`src/hw/rtl/assert_macros.svh`:
```
// assertion macros used by the parser rtl
`ifndef ASSERT_MACROS_SVH
`define ASSERT_MACROS_SVH

// checked only while out of reset
`define DTI_ASSERT(name, prop, msg) \
   name: assert property (@(posedge clock) disable iff (reset) prop) \
      else $error(msg);

// checked at every edge, reset included
`define DTI_ASSERT_ALWAYS(name, prop, msg) \
   name: assert property (@(posedge clock) prop) \
      else $error(msg);

`endif

```
`src/hw/rtl/dtip_pkg.sv`:
```
// constants for the decimal text to integer parser
package dtip_pkg;

   localparam int RESULT_BITS = 32;
   localparam int MAG_W       = RESULT_BITS;
   localparam int PROD_W      = RESULT_BITS + 4;

   localparam logic [MAG_W-1:0]  POS_LIMIT  = {1'b0, {(MAG_W-1){1'b1}}};
   localparam logic [MAG_W-1:0]  NEG_LIMIT  = {1'b1, {(MAG_W-1){1'b0}}};
   localparam logic [PROD_W-1:0] PROD_LIMIT = {{(PROD_W-MAG_W){1'b0}}, POS_LIMIT};

   localparam logic [7:0] CHAR_PLUS  = 8'h2B;
   localparam logic [7:0] CHAR_MINUS = 8'h2D;
   localparam logic [7:0] CHAR_DOT   = 8'h2E;
   localparam logic [7:0] CHAR_ZERO  = 8'h30;
   localparam logic [7:0] CHAR_FIVE  = 8'h35;
   localparam logic [7:0] CHAR_NINE  = 8'h39;

endpackage

```
`src/hw/rtl/decimal_text_to_int_parser.sv`:
```
// decimal text to signed integer parser, one character per beat
// One character enters per req beat, with req_end_of_text on the last one.
// Leading characters are skipped up to the first sign or digit, then an
// optional sign and decimal digits are accumulated; parsing stops at the
// first other character or once the magnitude passes the positive limit.
// A '.' that stops parsing lets the next character round: a digit of 5 or
// more adds one, any non-digit forces the result to 0. On the last beat a
// single rsp beat carries the value saturated to RESULT_BITS signed bits,
// and the parser is ready for the next string with no gap. Throughput is
// one character per clock while the result register is not stalled; a
// character is held in the input register and its result is registered
// in the result register. The only logic between the registers is one
// shift-add of the magnitude by ten and a compare against the limit, plus
// the saturation of the final value.
`include "assert_macros.svh"

module decimal_text_to_int_parser
   import dtip_pkg::*;
(
   input  logic                          clock,
   input  logic                          reset,
   input  logic                          req_valid,
   output logic                          req_stall,
   input  logic [7:0]                    req_text_char,
   input  logic                          req_end_of_text,
   output logic                          rsp_valid,
   input  logic                          rsp_stall,
   output logic signed [RESULT_BITS-1:0] rsp_int_value
);

   typedef enum logic [2:0] {
      PH_SKIP,
      PH_DIGITS,
      PH_AFTER_DOT,
      PH_DONE
   } phase_type;

   // input register
   logic       in_valid_ff;
   logic [7:0] in_char_ff;
   logic       in_eot_ff;

   // parse state
   phase_type         phase_ff, phase_in;
   logic              neg_ff, neg_in;
   logic [MAG_W-1:0]  mag_ff, mag_in;
   logic              fz_ff, fz_in;

   // result register
   logic                   rsp_valid_ff;
   logic [RESULT_BITS-1:0] value_ff, value_in;

   logic              advance;
   logic              consume;
   logic              is_digit;
   logic [3:0]        digit;
   logic [PROD_W-1:0] mag_ext;
   logic [PROD_W-1:0] prod;
   logic [MAG_W-1:0]  neg_mag;
   logic [MAG_W-1:0]  pos_mag;

   // the result register can take a beat when empty or being drained
   assign advance   = !rsp_valid_ff || !rsp_stall;
   assign consume   = in_valid_ff && advance;
   assign req_stall = in_valid_ff && !advance;

   assign rsp_valid     = rsp_valid_ff;
   assign rsp_int_value = value_ff;

   assign is_digit = in_char_ff inside {[CHAR_ZERO:CHAR_NINE]};
   assign digit    = 4'(in_char_ff - CHAR_ZERO);

   // magnitude times ten plus the digit, wide enough to see an overflow
   assign mag_ext = {{(PROD_W-MAG_W){1'b0}}, mag_ff};
   assign prod    = (mag_ext << 3) + (mag_ext << 1) + {{(PROD_W-4){1'b0}}, digit};

   always_comb begin
      phase_in = phase_ff;
      neg_in   = neg_ff;
      mag_in   = mag_ff;
      fz_in    = fz_ff;
      case (phase_ff)
         PH_SKIP: begin
            if (in_char_ff == CHAR_PLUS) begin
               phase_in = PH_DIGITS;
            end else if (in_char_ff == CHAR_MINUS) begin
               neg_in   = 1'b1;
               phase_in = PH_DIGITS;
            end else if (is_digit) begin
               mag_in   = {{(MAG_W-4){1'b0}}, digit};
               phase_in = PH_DIGITS;
            end
         end
         PH_DIGITS: begin
            if (is_digit) begin
               if (prod > PROD_LIMIT) begin
                  // past the limit: park at one above it and stop
                  mag_in   = NEG_LIMIT;
                  phase_in = PH_DONE;
               end else begin
                  mag_in = prod[MAG_W-1:0];
               end
            end else if (in_char_ff == CHAR_DOT) begin
               phase_in = PH_AFTER_DOT;
            end else begin
               phase_in = PH_DONE;
            end
         end
         PH_AFTER_DOT: begin
            if (is_digit) begin
               if (in_char_ff >= CHAR_FIVE) begin
                  mag_in = mag_ff + 1'b1;
               end
            end else begin
               fz_in = 1'b1;
            end
            phase_in = PH_DONE;
         end
         default: begin
         end
      endcase
   end

   // final value from the state after this character
   assign neg_mag = (mag_in > NEG_LIMIT) ? NEG_LIMIT : mag_in;
   assign pos_mag = (mag_in > POS_LIMIT) ? POS_LIMIT : mag_in;

   always_comb begin
      if (fz_in) begin
         value_in = '0;
      end else if (neg_in) begin
         value_in = RESULT_BITS'(~neg_mag + 1'b1);
      end else begin
         value_in = RESULT_BITS'(pos_mag);
      end
   end

   always_ff @(posedge clock) begin
      // payload, no reset needed
      if (!req_stall) begin
         in_char_ff <= req_text_char;
         in_eot_ff  <= req_end_of_text;
      end
      if (consume && in_eot_ff) begin
         value_ff <= value_in;
      end

      if (reset) begin
         in_valid_ff  <= 1'b0;
         rsp_valid_ff <= 1'b0;
         phase_ff     <= PH_SKIP;
         neg_ff       <= 1'b0;
         mag_ff       <= '0;
         fz_ff        <= 1'b0;
      end else begin
         if (!req_stall) begin
            in_valid_ff <= req_valid;
         end
         if (advance) begin
            rsp_valid_ff <= consume && in_eot_ff;
         end
         if (consume) begin
            if (in_eot_ff) begin
               // string done, start clean for the next one
               phase_ff <= PH_SKIP;
               neg_ff   <= 1'b0;
               mag_ff   <= '0;
               fz_ff    <= 1'b0;
            end else begin
               phase_ff <= phase_in;
               neg_ff   <= neg_in;
               mag_ff   <= mag_in;
               fz_ff    <= fz_in;
            end
         end
      end
   end

   // magnitude never goes past one above the positive limit
   `DTI_ASSERT(a_mag_bound, mag_ff <= NEG_LIMIT, "magnitude out of range")

   // while digits are still taken the magnitude is within the limit
   `DTI_ASSERT(a_mag_live, (phase_ff == PH_DIGITS || phase_ff == PH_AFTER_DOT) |-> mag_ff <= POS_LIMIT, "magnitude over limit while parsing")

   // a forced zero only happens once parsing has stopped
   `DTI_ASSERT(a_fz_done, fz_ff |-> phase_ff == PH_DONE, "forced zero outside done phase")

   // a consumed last beat gives a result and a clean state
   `DTI_ASSERT(a_last_beat, (consume && in_eot_ff) |=> (rsp_valid_ff && phase_ff == PH_SKIP && !neg_ff && !fz_ff), "last beat not closed out")

   // input is never held back while the result register is free
   `DTI_ASSERT_ALWAYS(a_no_idle_stall, !rsp_valid_ff |-> !req_stall, "stall with empty result register")

endmodule

```
`config.mk`:
```
export PLATFORM = sky130hd
export DESIGN_NAME = decimal_text_to_int_parser
export DESIGN_NICKNAME = d
export VERILOG_FILES = /design/src/hw/rtl/dtip_pkg.sv /design/src/hw/rtl/decimal_text_to_int_parser.sv
export VERILOG_INCLUDE_DIRS = /design/src /design/src/hw/rtl
export SDC_FILE = /design/constraint.sdc
export NUM_CORES = 1
export LEC_CHECK = 0
export BUFFER_PORTS_ARGS = -buffer_cell sky130_fd_sc_hd__buf_2
export CAP_MARGIN = 20
export CORE_UTILIZATION = 30
export CTS_CLUSTER_SIZE = 14
export DETAILED_ROUTE_END_ITERATION = 8
export GPL_ROUTABILITY_DRIVEN = 0
export PLACE_DENSITY = 0.5
export SLEW_MARGIN = 10
export SYNTH_ARGS = -nofsm -noshare
export SYNTH_HDL_FRONTEND = slang
export SYNTH_SLANG_ARGS = --single-unit
```
`constraint.sdc`:
```
create_clock -name clock -period 8.4 [get_ports clock]
set_input_delay 2.1 -clock clock [delete_from_list [all_inputs] [get_ports clock]]
set_output_delay 2.1 -clock clock [all_outputs]
set_load 0.02 [all_outputs]
```
==> results.toml <==
[power]
p_int_uw = 672
p_leak_uw = 0.00389
p_seq_frac = 0.466
swShare = 0.249
peakVddDrop_uv = 87.4
combPwrFrac = 0.079
switchingPower_uw = 223
clockPowerShare = 0.455
p_total_uw = 895
cellPowerDensity_nw_per_um2 = 92.1

[synthesis]
yosys_most_used_dff = "edfxtp_1"
seq_area_frac_synth = 0.225
synthArstFlopShare = 0
syn-num-nets = 1254
synth_area_leaders = "edfxtp_1 14%, ha_1 9.7%, dfxtp_1 8.6%, a21oi_1 5.8%, nor2_1 4.7%"
avgSynthCellArea_um2 = 7.57
yosysTopAreaCellShare = 0.139
synthCells = 1170
netlist_area_um2 = 8860
yosysMostFrequentCell = "nor2_1"
synth_edf_count = 41
yosys_warnings = 0
ys_ff_latch = 79
yosys-top-cells-count = "112 x nor2_1, 102 x a21oi_1, 99 x nand2_1"
synth_top_area_cell = "edfxtp_1"
synthDistinctLibCells = 92

[detailed_routing]
wl_mm = 33.5
antenna_left = 0
drcViolationCount = 0
drtIter0Drc = 1067
vias_per_cell = 6.17
drt_first_pass_iters = 6
num_vias = 9643
wl_per_cell_um = 21.4

[floorplan]
start_util = 0.307
chipHeight_um = 174
io_pins = 47
core_region_area_um2 = 28900
fp.dieW_um = 174
die_area_um2 = 30200
rows = 62

[clock_network]
clockRootBuffer = "clkbuf_16"
clk_latency_ns = 0.35
post_cts_buffers = 0
clk_path_buf_depth = 2
htree_levels = 3
cts_hold_buffers = 0
cts_tree = "built"
cts_num_sinks = 79
cts_buffers = 9
clkTransAtPathRegs_ns = 0.07
ctsResizeCount = 0

[sta]
hold_viol_final = 0
rsz0062_at_grt = "no"
min_period_ns = 7.44
slew_viol_final = 0
setup-tns-final_ns = 0
fmax_mhz = 134
worst_pin_slew_ns = 0.999
setup_violations = 0
relSlewSlack = 0.317
skew_ns = 0.0109
fin_crit_sh = 0.885

[grt]
grt_max_degree = 40
grt-ovfl-total = 0
antenna_found_initial = 0
grt_usage = 0.218
first_global_vias = 8997
grt_pass1_wl_mm = 52.0

[setup_path]
cp.required_ns = 8.47
crit_path_start_kind = "flip-flop"
cp.arrival_ns = 7.50
cp_max_fo = 10
criticalPathCategory = "flip-flop to flip-flop"
end_kind = "flip-flop"

[placement]
port_buffers = 46
place_inst = 1546
dp_hpwl_mm = 25.1
dpl_cell_area_um2 = 9410

[run]
cap_violations = 0

[status]
outcome = "complete, no violations"

[layout]
antennaDiodeCount = 0
final_area_um2 = 9720
stdcell_count = 1562
postLayoutCoreUtil = 0.337
area_delta_synth_final_pct = 9.73
drive_gt1_frac = 0.103
layout.nets = 1257

[worst_hold_path]
hold_path.class = "flip-flop to flip-flop"
[sequential cells by signal, indices dropped and copies added (netlist names)]
| name | cells |
|---|---|
| rsp_int_value | 32 |
| fz_ff | 1 |
| in_char_ff | 8 |
| phase_ff | 2 |
| mag_ff | 32 |
| in_valid_ff | 1 |
| rsp_valid | 1 |
| neg_ff | 1 |
| in_eot_ff | 1 |
[cells in the final DEF, fill, tap and decap left out, types with 10 or more instances in the layout]
master    instances
nand2_1          99
a21oi_1         102
a21o_1           14
ha_1             69
nor2_1          111
o21a_1           13
buf_4            23
nand4_1          23
or3_1            10
nor4_1           11
and3_1           16
a31oi_1          24
a22oi_1          34
xnor2_1          16
o211ai_1         26
and2_1           12
o21ai_0          80
inv_1            35
edfxtp_1         41
or2_2            12
nor3_1           56
dfxtp_1          38
o31ai_1          14
buf_2            46
nand3_1          41
a211oi_1         16
[logic make-up after synthesis]
logic type      count (synthesis)  synth area share
simple gates                  447             0.260
flops                          79             0.225
buf+inv                       113            0.0534
compound gates                428             0.325
fa+ha+maj                      71             0.102
mux                             8            0.0107
xor+xnor                       24            0.0237
[layout make-up]
cell class | count | area [um2]
fillers | 3142 | 19100
multi-input cells | 978 | 6400
flip-flops and latches | 79 | 1990
well taps | 384 | 480
repair buffers | 69 | 403
clock buffers | 10 | 239
inverters | 36 | 135
clock inverters | 6 | 67.6
[metrics by stage]
step           setup WS, ns  hold WS (ns)
2_1_floorplan          1.93         0.465
3_3_place_gp           1.34         0.486
3_5_place_dp           1.11         0.493
4_1_cts                1.07         0.502
5_1_grt               0.426         0.531
6_report              0.965         0.499
[final timing paths]
kind                       from                end  slack (ns)  depth (start not counted)
setup / recovery  in_char_ff[3]  rsp_int_value[14]        0.96                         22
hold / removal      phase_ff[0]        phase_ff[0]        0.50                          2
setup reg to reg  in_char_ff[3]  rsp_int_value[14]        0.96                         22
hold reg to reg     phase_ff[0]        phase_ff[0]        0.50                          2
[worst max-delay path: stages, from the launching register on]
cell	delay, ns
edfxtp_1	0.44
inv_1	0.21
fa_1	0.49
fa_1	0.45
nor2b_1	0.21
o31a_1	0.24
o21a_1	0.27
a211o_1	0.25
a21oi_1	0.14
xnor2_1	0.73
o41ai_1	0.20
buf_4	0.20
or3b_1	0.43
or4_4	0.56
or4b_4	0.53
o21ai_2	0.32
nand2_1	0.13
ha_1	0.34
o21ai_0	0.25
a21oi_1	0.18
or3_1	0.39
a21oi_1	0.13
a311oi_1	0.06
[power by group through the flow]
stage / Sequential, uW / Clock, uW / Combinational, uW
after floorplan: 429 / 0 / 41.4
after global placement: 426 / 0 / 69.5
after detailed placement: 426 / 0 / 69.4
after CTS: 417 / 419 / 69.7
after global routing: 418 / 431 / 76.0
final: 417 / 407 / 71.0
[layer usage]
metal | global-route usage | vias to the layer above | share of wire
li1 | - | 4529 | -
met1 | 0.296 | 4583 | 0.45
met2 | 0.356 | 452 | 0.46
met3 | 0.0272 | 79 | 0.065
met4 | 0.0727 | 0 | 0.029
met5 | 0 | - | 0
Note: power is estimated with default switching activity, not from simulation.
